===== src/urav_pkg.sv =====
// Shared types and constants for the ultrasonic range averaging block.
`default_nettype none

package urav_pkg;

  // Width of the averaged distance in Q9.8 centimetres.
  localparam int unsigned AVG_W = 17;

  // Microseconds of echo per centimetre of range.
  localparam int unsigned US_PER_CM = 58;

  // Configuration address width and register indexes.
  localparam int unsigned CFG_AW = 4;
  localparam logic [1:0] REG_TIMEOUT = 2'd0;
  localparam logic [1:0] REG_TRIGGER = 2'd1;
  localparam logic [1:0] REG_SAMPLES = 2'd2;
  localparam logic [1:0] REG_STOP    = 2'd3;

  // Register reset values.
  localparam logic [13:0] TIMEOUT_RST = 14'd12000;
  localparam logic [7:0]  TRIGGER_RST = 8'd20;
  localparam logic [4:0]  SAMPLES_RST = 5'd5;
  localparam logic [7:0]  STOP_RST    = 8'd20;

  // Measurement phase.
  typedef enum logic [2:0] {
    PH_TRIGGER = 3'b001,
    PH_WAIT    = 3'b010,
    PH_MEASURE = 3'b100
  } phase_e;

  // Top-level sequencing: take ticks, or wait on the divider.
  typedef enum logic [1:0] {
    CTL_IDLE = 2'b01,
    CTL_DIV  = 2'b10
  } ctl_e;

  // One result item; the lowest field sits in the lowest bit.
  typedef struct packed {
    logic             drive_enable;
    logic [AVG_W-1:0] avg_distance_q8;
    logic             avg_valid;
    logic             attempt_dropped;
    logic             trig_level;
  } result_t;

endpackage

`default_nettype wire


===== src/urav_div.sv =====
// Bit-serial restoring divider, one quotient bit per cycle.
`default_nettype none

module urav_div #(
  parameter int unsigned NUM_W = 27,
  parameter int unsigned DEN_W = 11
) (
  input  wire logic             clk_i,
  input  wire logic             rst_ni,
  input  wire logic             start_i,
  input  wire logic [NUM_W-1:0] num_i,
  input  wire logic [DEN_W-1:0] den_i,
  output logic                  done_o,
  output logic [NUM_W-1:0]      quot_o
);

  localparam int unsigned CNT_W = $clog2(NUM_W + 1);

  logic [NUM_W-1:0] num_q, num_d;
  logic [DEN_W-1:0] den_q;
  logic [DEN_W-1:0] rem_q, rem_d;
  logic [CNT_W-1:0] cnt_q;
  logic             busy_q;
  logic             done_q;
  logic [DEN_W:0]   rem_sh;
  logic [DEN_W:0]   rem_sub;
  logic             ge;

  // One step: shift in the next dividend bit and try to subtract.
  always_comb begin
    rem_sh  = {rem_q, num_q[NUM_W-1]};
    ge      = rem_sh >= {1'b0, den_q};
    rem_sub = rem_sh - {1'b0, den_q};
    rem_d   = ge ? rem_sub[DEN_W-1:0] : rem_sh[DEN_W-1:0];
    num_d   = {num_q[NUM_W-2:0], ge};
  end

  // Control: count the steps and flag the last one.
  always_ff @(posedge clk_i or negedge rst_ni) begin
    if (!rst_ni) begin
      busy_q <= 1'b0;
      done_q <= 1'b0;
      cnt_q  <= '0;
    end else begin
      done_q <= 1'b0;
      if (start_i) begin
        busy_q <= 1'b1;
        cnt_q  <= CNT_W'(NUM_W);
      end else if (busy_q) begin
        cnt_q <= cnt_q - 1'b1;
        if (cnt_q == CNT_W'(1)) begin
          busy_q <= 1'b0;
          done_q <= 1'b1;
        end
      end
    end
  end

  // Datapath: the dividend register collects quotient bits from the bottom.
  always_ff @(posedge clk_i) begin
    if (start_i) begin
      num_q <= num_i;
      den_q <= den_i;
      rem_q <= '0;
    end else if (busy_q) begin
      num_q <= num_d;
      rem_q <= rem_d;
    end
  end

  assign done_o = done_q;
  assign quot_o = num_q;

endmodule

`default_nettype wire


===== src/ultrasonic_range_average_stop.sv =====
// Ultrasonic ranger: trigger, echo timing, averaging and stop distance.
// Each accepted tick yields one registered result; a tick that closes an
// average waits for the bit-serial divider before its result is written.
// Throughput: one tick per cycle unless the output is stalled or the divider is busy.
// Reset (rst_ni low, asynchronous): registers at defaults, trigger phase,
// sums and average cleared, drive enabled, no result pending.
`default_nettype none

module ultrasonic_range_average_stop #(
  parameter int unsigned TIMER_BITS  = 14,
  parameter int unsigned MAX_SAMPLES = 16
) (
  input  wire logic                       clk_i,
  input  wire logic                       rst_ni,
  // APB configuration port
  input  wire logic                       psel,
  input  wire logic                       penable,
  input  wire logic                       pwrite,
  input  wire logic [urav_pkg::CFG_AW-1:0] paddr,
  input  wire logic [31:0]                pwdata,
  output logic      [31:0]                prdata,
  output logic                            pready,
  // Input ticks
  input  wire logic                       s_axis_tvalid,
  output logic                            s_axis_tready,
  input  wire logic [7:0]                 s_axis_tdata,  // [0] echo_level
  // Results
  output logic                            m_axis_tvalid,
  input  wire logic                       m_axis_tready,
  // [0] trig_level, [1] attempt_dropped, [2] avg_valid,
  // [19:3] avg_distance_q8, [20] drive_enable
  output logic [23:0]                     m_axis_tdata
);

  import urav_pkg::*;

  localparam int unsigned CNT_W     = $clog2(MAX_SAMPLES + 1);
  localparam int unsigned SUM_W     = TIMER_BITS + CNT_W;
  localparam int unsigned NUM_W     = SUM_W + 8;
  localparam int unsigned DEN_W     = CNT_W + 6;
  localparam int unsigned TIMER_MAX = (1 << TIMER_BITS) - 1;

  // Configuration registers
  logic [13:0] timeout_q;
  logic [7:0]  trigger_q;
  logic [4:0]  samples_q;
  logic [7:0]  stop_q;

  // Measurement state
  phase_e                phase_q, phase_d;
  logic [TIMER_BITS-1:0] tick_q, tick_d;
  logic [CNT_W-1:0]      gs_q, gs_d;
  logic [SUM_W-1:0]      sum_q, sum_d;
  logic [AVG_W-1:0]      last_avg_q;
  logic                  halted_q;
  ctl_e                  ctl_q;

  // Output stage
  logic    out_valid_q;
  result_t out_q;
  result_t res;

  // Step helpers
  logic                  echo;
  logic                  in_acc;
  logic [TIMER_BITS-1:0] limit;
  logic [CNT_W-1:0]      need;
  logic [7:0]            trig_len;
  logic [TIMER_BITS:0]   tick_inc;
  logic [SUM_W-1:0]      sum_new;
  logic [CNT_W-1:0]      gs_new;
  logic                  div_start;
  logic [NUM_W-1:0]      div_num;
  logic [DEN_W-1:0]      div_den;
  logic                  div_done;
  logic [NUM_W-1:0]      div_quot;
  logic [AVG_W-1:0]      avg_new;

  assign pready = 1'b1;
  assign echo   = s_axis_tdata[0];

  // Register writes and reads
  always_ff @(posedge clk_i or negedge rst_ni) begin
    if (!rst_ni) begin
      timeout_q <= TIMEOUT_RST;
      trigger_q <= TRIGGER_RST;
      samples_q <= SAMPLES_RST;
      stop_q    <= STOP_RST;
    end else if (psel && penable && pwrite) begin
      case (paddr[3:2])
        REG_TIMEOUT: timeout_q <= pwdata[13:0];
        REG_TRIGGER: trigger_q <= pwdata[7:0];
        REG_SAMPLES: samples_q <= pwdata[4:0];
        REG_STOP:    stop_q    <= pwdata[7:0];
        default: ;
      endcase
    end
  end

  always_comb begin
    case (paddr[3:2])
      REG_TIMEOUT: prdata = {18'd0, timeout_q};
      REG_TRIGGER: prdata = {24'd0, trigger_q};
      REG_SAMPLES: prdata = {27'd0, samples_q};
      REG_STOP:    prdata = {24'd0, stop_q};
      default:     prdata = '0;
    endcase
  end

  // Effective limits from the registers
  always_comb begin
    if (32'(timeout_q) > TIMER_MAX) limit = TIMER_BITS'(TIMER_MAX);
    else                            limit = TIMER_BITS'(timeout_q);
    if (samples_q == 5'd0)                      need = CNT_W'(1);
    else if (32'(samples_q) > MAX_SAMPLES)      need = CNT_W'(MAX_SAMPLES);
    else                                        need = CNT_W'(samples_q);
    trig_len = (trigger_q == 8'd0) ? 8'd1 : trigger_q;
  end

  // One tick of the measurement sequence
  always_comb begin
    phase_d   = phase_q;
    tick_d    = tick_q;
    gs_d      = gs_q;
    sum_d     = sum_q;
    div_start = 1'b0;
    tick_inc  = {1'b0, tick_q} + 1'b1;
    sum_new   = sum_q + SUM_W'(tick_q);
    gs_new    = gs_q + 1'b1;
    div_num   = {sum_new, 8'h00};
    div_den   = DEN_W'(US_PER_CM) * DEN_W'(gs_new);
    res                 = '0;
    res.avg_distance_q8 = last_avg_q;
    res.drive_enable    = !halted_q;
    if (!halted_q) begin
      case (phase_q)
        PH_TRIGGER: begin
          res.trig_level = 1'b1;
          if (tick_inc >= (TIMER_BITS+1)'(trig_len)) begin
            phase_d = PH_WAIT;
            tick_d  = '0;
          end else begin
            tick_d = tick_inc[TIMER_BITS-1:0];
          end
        end
        PH_WAIT: begin
          if (echo) begin
            phase_d = PH_MEASURE;
            tick_d  = TIMER_BITS'(1);
          end else if (tick_q >= limit) begin
            res.attempt_dropped = 1'b1;
            phase_d             = PH_TRIGGER;
            tick_d              = '0;
          end else begin
            tick_d = tick_inc[TIMER_BITS-1:0];
          end
        end
        PH_MEASURE: begin
          if (echo) begin
            if (tick_q >= limit) begin
              res.attempt_dropped = 1'b1;
              phase_d             = PH_TRIGGER;
              tick_d              = '0;
            end else begin
              tick_d = tick_inc[TIMER_BITS-1:0];
            end
          end else begin
            phase_d = PH_TRIGGER;
            tick_d  = '0;
            if (gs_new >= need) begin
              div_start = in_acc;
              gs_d      = '0;
              sum_d     = '0;
            end else begin
              gs_d  = gs_new;
              sum_d = sum_new;
            end
          end
        end
        default: begin
          phase_d = PH_TRIGGER;
          tick_d  = '0;
        end
      endcase
    end
  end

  // Averaging divide: sum * 256 / (58 * count)
  urav_div #(
    .NUM_W(NUM_W),
    .DEN_W(DEN_W)
  ) u_div (
    .clk_i  (clk_i),
    .rst_ni (rst_ni),
    .start_i(div_start),
    .num_i  (div_num),
    .den_i  (div_den),
    .done_o (div_done),
    .quot_o (div_quot)
  );

  assign avg_new = div_quot[AVG_W-1:0];

  // Handshakes: a new tick enters once the divider is idle and the output slot frees up
  assign s_axis_tready = (ctl_q == CTL_IDLE) && (!out_valid_q || m_axis_tready);
  assign in_acc        = s_axis_tvalid && s_axis_tready;
  assign m_axis_tvalid = out_valid_q;
  assign m_axis_tdata  = {3'b000, out_q};

  // Sequencing and state update
  always_ff @(posedge clk_i or negedge rst_ni) begin
    if (!rst_ni) begin
      ctl_q       <= CTL_IDLE;
      phase_q     <= PH_TRIGGER;
      tick_q      <= '0;
      gs_q        <= '0;
      sum_q       <= '0;
      last_avg_q  <= '0;
      halted_q    <= 1'b0;
      out_valid_q <= 1'b0;
    end else begin
      if (out_valid_q && m_axis_tready) out_valid_q <= 1'b0;
      case (ctl_q)
        CTL_IDLE: begin
          if (in_acc) begin
            phase_q <= phase_d;
            tick_q  <= tick_d;
            gs_q    <= gs_d;
            sum_q   <= sum_d;
            if (div_start) begin
              ctl_q <= CTL_DIV;
            end else begin
              out_valid_q <= 1'b1;
            end
          end
        end
        CTL_DIV: begin
          if (div_done) begin
            ctl_q       <= CTL_IDLE;
            last_avg_q  <= avg_new;
            halted_q    <= avg_new <= AVG_W'({stop_q, 8'h00});
            out_valid_q <= 1'b1;
          end
        end
        default: ctl_q <= CTL_IDLE;
      endcase
    end
  end

  // Result payload
  always_ff @(posedge clk_i) begin
    if (ctl_q == CTL_IDLE && in_acc && !div_start) begin
      out_q <= res;
    end else if (ctl_q == CTL_DIV && div_done) begin
      out_q.trig_level      <= 1'b0;
      out_q.attempt_dropped <= 1'b0;
      out_q.avg_valid       <= 1'b1;
      out_q.avg_distance_q8 <= avg_new;
      out_q.drive_enable    <= !(avg_new <= AVG_W'({stop_q, 8'h00}));
    end
  end

endmodule

`default_nettype wire

===== config.mk =====
export PLATFORM = sky130hd
export DESIGN_NAME = ultrasonic_range_average_stop
export DESIGN_NICKNAME = d
export VERILOG_FILES = /design/src/urav_pkg.sv /design/src/urav_div.sv /design/src/ultrasonic_range_average_stop.sv
export SDC_FILE = /design/constraint.sdc
export NUM_CORES = 1
export LEC_CHECK = 0
export BUFFER_PORTS_ARGS = -buffer_cell sky130_fd_sc_hd__buf_4
export CORE_ASPECT_RATIO = 1.1
export CORE_MARGIN = 5
export CORE_UTILIZATION = 34
export DETAILED_ROUTE_END_ITERATION = 8
export PLACE_DENSITY = 0.61
export SYNTH_ARGS = -nofsm -noshare
export SYNTH_HDL_FRONTEND = slang
export SYNTH_SLANG_ARGS = --single-unit

===== constraint.sdc =====
create_clock -name clk_i -period 10 [get_ports clk_i]
set_clock_uncertainty 0.2 [all_clocks]
set_input_delay 1.5 -clock clk_i [delete_from_list [all_inputs] [get_ports clk_i]]
set_output_delay 1.5 -clock clk_i [all_outputs]
set_load 0.05 [all_outputs]

---- Yosys cells after proc, flatten, opt, wreduce, memory -nomap -nowiden ----
Cells that the tools add are included.
storage, ports and cells
  register bits ........................... 173
  input bits .............................. 51
  word-level logic and storage cells ...... 126
operators by class
  $add $sub $neg .......................... 5
  multipliers ............................. 1
  order comparisons ....................... 6
  eq/ne operators ......................... 13
  muxes and demuxes ....................... 48
  bitwise gates (word level) .............. 2
  reduce and logical (&&, ||, !) cells .... 27
operator list
  cell                                               count
  one-hot mux 32 bit (4 select lines)                1
  two-way mux 14 bit                                 4
  two-way mux 27 bit                                 2
  two-way mux 21 bit                                 2
  one-hot mux 14 bit (3 select lines)                1
  two-way mux 5 bit                                  5
  adder 19 x 14 -> 19 bit                            1
  two-way mux 19 bit                                 1
  two-way mux 1 bit                                  18
  less-or-equal comparator 17 x 16 -> 1 bit          1
  adder 14 x 1 -> 15 bit (second input constant)     1
  greater-or-equal comparator 15 x 8 -> 1 bit        1
  greater-or-equal comparator 14 bit                 1
  greater-or-equal comparator 12 x 11 -> 1 bit       1
  two-way mux 3 bit                                  4
  two-way mux 11 bit                                 1
  subtractor 11 bit                                  1
  multiplier 5 x 5 -> 10 bit (first input constant)  1
  AND reduction 2 bit                                5
  one-hot mux 3 bit (3 select lines)                 1
  logical AND 1 bit                                  8
  zero test 8 bit                                    1
  two-way mux 2 bit                                  4
  two-way mux 8 bit                                  1
  23 further kinds                                   35

---- Longest topological paths before layout ----
  depth after elaboration ................. 11
  gate-level depth with buffers ........... 14
  depth with buffers taken out ............ 14

---- By module ----
From an unflattened synthesis, not the netlist that was laid out.
unflattened totals
  cells, all modules ...................... 1059
  area, all modules ....................... 10732.8 um2
by module, submodules not included
  module                         instances  cells an instance  area an instance (um2)
  ultrasonic_range_average_stop  1          822                7810.0
  urav_div                       1          237                2922.8

---- Least setup slack after synthesis ----
OpenSTA, ideal clock, no wires.
  path kind ............................... in2out
  start ................................... in paddr[2] (netlist name)
  end ..................................... out prdata[5]
  arrival time ............................ 3.118 ns
  required time ........................... 8.300 ns
  slack ................................... 5.182 ns
  stages on the path ...................... 3
  buffers on the path ..................... 1
  cell sequence ........................... buf_1 > mux2i_1 > o21ai_0
between the ends
  cells in the longest elaborated chain, start to end .. 2
  elaborated cells on any way between the ends .. 5
RTL lines
  element                                line                                  text
  start, declared                        ultrasonic_range_average_stop.sv:19   input wire logic [urav_pkg::CFG_AW-1:0] paddr,
  == test 2 bit (tied with other cells)  ultrasonic_range_average_stop.sv:101  case (paddr[3:2])
  one-hot mux 32 bit (4 select lines) *  ultrasonic_range_average_stop.sv:101
  end, declared                          ultrasonic_range_average_stop.sv:21   output logic [31:0] prdata,
Every way passes the cells marked *; elsewhere a longest branch is shown, timed or not. The select of a mux whose other input is x is not followed.

---- Final worst setup path ----
  start ................................... reg gs_q[0]
  end ..................................... reg u_div.den_q[10] (data pin)
between the ends
  cells in the longest elaborated chain, start to end .. 2
RTL lines
  element                     line                                  text
  start, declared             ultrasonic_range_average_stop.sv:52   logic [CNT_W-1:0] gs_q, gs_d;
  start signal, assigned      ultrasonic_range_average_stop.sv:228  gs_q <= gs_d;
  adder 5 x 1 -> 5 bit        ultrasonic_range_average_stop.sv:129  gs_new = gs_q + 1'b1;
  multiplier 5 x 5 -> 10 bit  ultrasonic_range_average_stop.sv:131  div_den = DEN_W'(US_PER_CM) * DEN_W'(gs_new);
  via div_den[10]             ultrasonic_range_average_stop.sv:74   logic [DEN_W-1:0] div_den;
  end signal, assigned        urav_div.sv:63                        den_q <= den_i;
  end, declared               urav_div.sv:20                        logic [DEN_W-1:0] den_q;
The timed path passes the listed nets, and every way through them passes these cells.
A chain may end at the register's enable or synchronous reset.

==> flow_summary.yaml <==
setup_path:
  critical_path_buf_inv_count: 2
  crit_arrival_ns: 4.52
  cp_max_fo: 7
  critical_path_depth: 14
  critPathLaunchType: "flop"
  path_cells: "ha_1 -> nand3_1 -> xnor2_1 -> ha_1 -> ha_1 -> inv_1 -> fa_1 -> inv_1 -> fa_1 -> a21o_1 -> a21oi_1 -> o21bai_1 -> a21oi_1 -> xnor2_1"
  crit_required_ns: 9.97
  crit_family: "adder cells"
  path_class: "flop to flop"
  cp-endpoint: "u_div.den_q[10]"
  cpPeakStageDelay_ns: 0.68
  cp_common_cell: "ha_1"
  end_kind: "flop"
  r2r-end: "u_div.den_q[10]"
  worstRegToRegCells: 14
  critPathLaunch: "gs_q[0]"
  r2r_start: "gs_q[0]"
  reg2reg_setup_slack_ns: 5.44
  slowest_stage: "xnor2_1"
timing:
  max_freq_mhz: 219.5
  fin_crit_sh: 0.4555
  setup_viol: 0
  fin_setup_tns_ns: 0
  rsz0062_at_grt: "no"
  maxSlewViolCount: 0
  worst_pin_slew_ns: 1.093
  hold_violations: 0
  relSlewSlack: 0.2693
  finalCriticalPeriod_ns: 4.555
detailed_routing:
  vias: 7559
  drt_iter0_markers: 380
  via_per_inst: 5.043
  drc: 0
  dr.pass1.iters: 5
  routed_wl_mm: 23.06
  ant_nets: 0
  wire_per_inst_um: 15.39
min_path:
  hold_path_class: "flop to flop"
power_and_ir_drop:
  leakage_nw: 5.659
  switching_share: 0.3936
  cellInternalPower_w: 0.001710
  powerDensity_nw_per_um2: 239.6
  switchingPower_w: 0.001110
  vdd_ir_drop_max_mv: 0.1011
  p_seq_frac: 0.380
  power_frac_comb: 0.377
  clkPwrFrac: 0.243
clock_tree:
  cts_buffer_depth: 2
  cts_max_level: 4
  insertion_delay_ns: 0.43
  cts_tree: "done"
  cts_buffers: 17
  cts.sinks: 173
  clk_pin_slew_ns: 0.08
  cts_resized: 0
  postCtsSetupRepairBufs: 0
  cts.hold.buffers_added: 0
  root_buffer: "clkbuf_16"
yosys:
  synth_compound_area_frac: 0.1473
  synth_top_family_by_area: "compound AO/OA/AOI/OAI gates"
  syn-instance-count: 1027
  yosysTopAreaCell: "dfrtp_1"
  yosys.area_share.xor_xnor: 0.03373
  yosys.area.top_type_share: 0.2144
  ys_ff_latch: 173
  syn_area_per_cell_um2: 10.11
  synth_cell_type_count: 65
  synthesis.area_um2: 10390
  muxShareOfSynthArea: 0.08107
  ys_seq_area_frac: 0.4326
  yosys.area_share.simple: 0.1318
  yosys-top-cells-area: "dfrtp_1, edfxtp_1, ha_1"
  synth_warnings: 0
  synth_enable_flop_cells: 49
  synth-adder-area-share: 0.1147
  ys.flop_type: "dfrtp_1"
  synthArstFlopShare: 0.6012
floorplanning:
  rows: 67
  die_x_um: 176.6
  start_util: 0.3423
  dieArea_um2: 34150
  die_h_um: 193.3
  core_area_um2: 30350
  io_pins: 110
place:
  gp_congestion: 0.8303
  hpwlAfterDp_mm: 16.79
  dp.cells: 1467
  port_buffers: 60
run:
  cap_violations: 0
layout:
  nets: 1214
  fill_cells: 3038
  utilization: 0.3878
  seqCellArea_um2: 4493
  area_growth_pct: 13.31
  stdcell_count: 1499
  drive_gt1_frac: 0.1622
  antenna_cells: 0
  multi_input_area_um2: 5365
  final_cell_mix: "nand2_1, dfrtp_1, ha_1"
  final_common_cell: "nand2_1"
global_routing:
  grt_max_degree: 60
  grt_pass1_wl_mm: 38.50
  overflow: 0
  grt_util_all_layers: 0.1368
  first_global_vias: 7457
  antenna_found_initial: 0
outcome:
  status: "complete, no violations"
==> registers in the layout (all words and copies together), names as in the netlist, 5 cells and up <==
register      count
limit            14
gs_q              5
trigger_q         8
stop_q            8
samples_q         5
u_div.cnt_q       5
tick_q           14
sum_q            19
m_axis_tdata     21
u_div.quot_o     27
last_avg_q       17
u_div.den_q      10
u_div.rem_q      11
==> cell usage after synthesis, types with 5 or more instances <==
master / number
nor2b_1: 14
nor2_1: 46
a211oi_1: 7
mux2_4: 8
o21ai_0: 75
or3_1: 7
mux2_2: 39
dfxtp_1: 20
o21a_1: 12
and3_1: 27
inv_1: 70
a31oi_1: 7
buf_4: 22
nand3_1: 40
nand2_1: 96
edfxtp_1: 49
buf_1: 5
nor4_1: 5
nor3_1: 18
a22o_1: 10
dfstp_2: 15
a21o_1: 34
dfrtp_1: 89
xnor2_1: 22
and2_1: 5
mux2i_1: 17
a211o_1: 5
xor2_1: 18
fa_1: 7
o31ai_1: 10
a21oi_1: 39
ha_1: 84
mux4_2: 5
nand2b_1: 9
clkbuf_1: 30
==> power groups by stage <==
stage	Combinational (W)	Sequential [W]	Clock [W]
CTS	0.00107	0.00107	0.000701
detailed placement	0.00107	0.00108	0
global route	0.00121	0.00110	0.000732
global placement	0.00104	0.00108	0
floorplan	0.000778	0.00109	0
finish	0.00106	0.00107	0.000685
==> worst reg2reg max path, cell delays in order (launching register included) <==
cell and delay [ns]:
dfrtp_1 0.54, ha_1 0.29, nand3_1 0.11, xnor2_1 0.68, ha_1 0.38, ha_1 0.27
inv_1 0.05, fa_1 0.50, inv_1 0.07, fa_1 0.46, a21o_1 0.18, a21oi_1 0.22
o21bai_1 0.09, a21oi_1 0.17, xnor2_1 0.10
==> cell type report <==
type,instances,area share
flip-flops and latches,173,0.3818
well taps,414,0.04401
repair buffers,68,0.04338
clock buffers,17,0.03615
clock inverters,15,0.01648
inverters,70,0.02233
multi-input cells,742,0.4559
==> worst min-delay path by stage <==
| stage | from | end | slack (ns) | cells past startpoint |
|---|---|---|---|---|
| final | last_avg_q[2] | last_avg_q[2] | 0.27 | 1 |
| after global routing | last_avg_q[1] | last_avg_q[1] | 0.28 | 1 |
| after CTS | last_avg_q[1] | last_avg_q[1] | 0.28 | 1 |
| after detailed placement | last_avg_q[1] | last_avg_q[1] | 0.26 | 1 |
| after global placement | sum_q[13] | sum_q[13] | 0.25 | 2 |
| after floorplan | sum_q[13] | sum_q[13] | 0.24 | 2 |
==> per-layer routing <==
layer,global-route usage,share of wire,vias to the layer above
met1,0.1887,0.47,3680
li1,-,-,3727
met4,0.03296,0.0097,0
met3,0.02674,0.042,17
met2,0.2225,0.48,135
met5,0,0,-
==> per-stage QoR <==
step | hold slack [ns] | setup slack (ns) | instance area, um^2 | power, W
final | 0.2744 | 5.445 | 11770 | 0.002820
after CTS | 0.2783 | 5.414 | 11770 | 0.002847
after floorplan | 0.2428 | 5.182 | 10460 | 0.001870
after global placement | 0.2533 | 5.387 | 11150 | 0.002124
after global routing | 0.2812 | 5.071 | 11770 | 0.003033
after detailed placement | 0.2614 | 5.349 | 11150 | 0.002151
==> logic make-up after synthesis <==
family                     after synthesis
muxes                                   69
adders and majority gates               91
AOI/OAI and AO/OA                      235
other                                    2
DFF                                    173
xor gates and xnor gates                40
buffers and inverters                  132
and+or+nand+nor                        285
(Power assumes the default switching activity.)
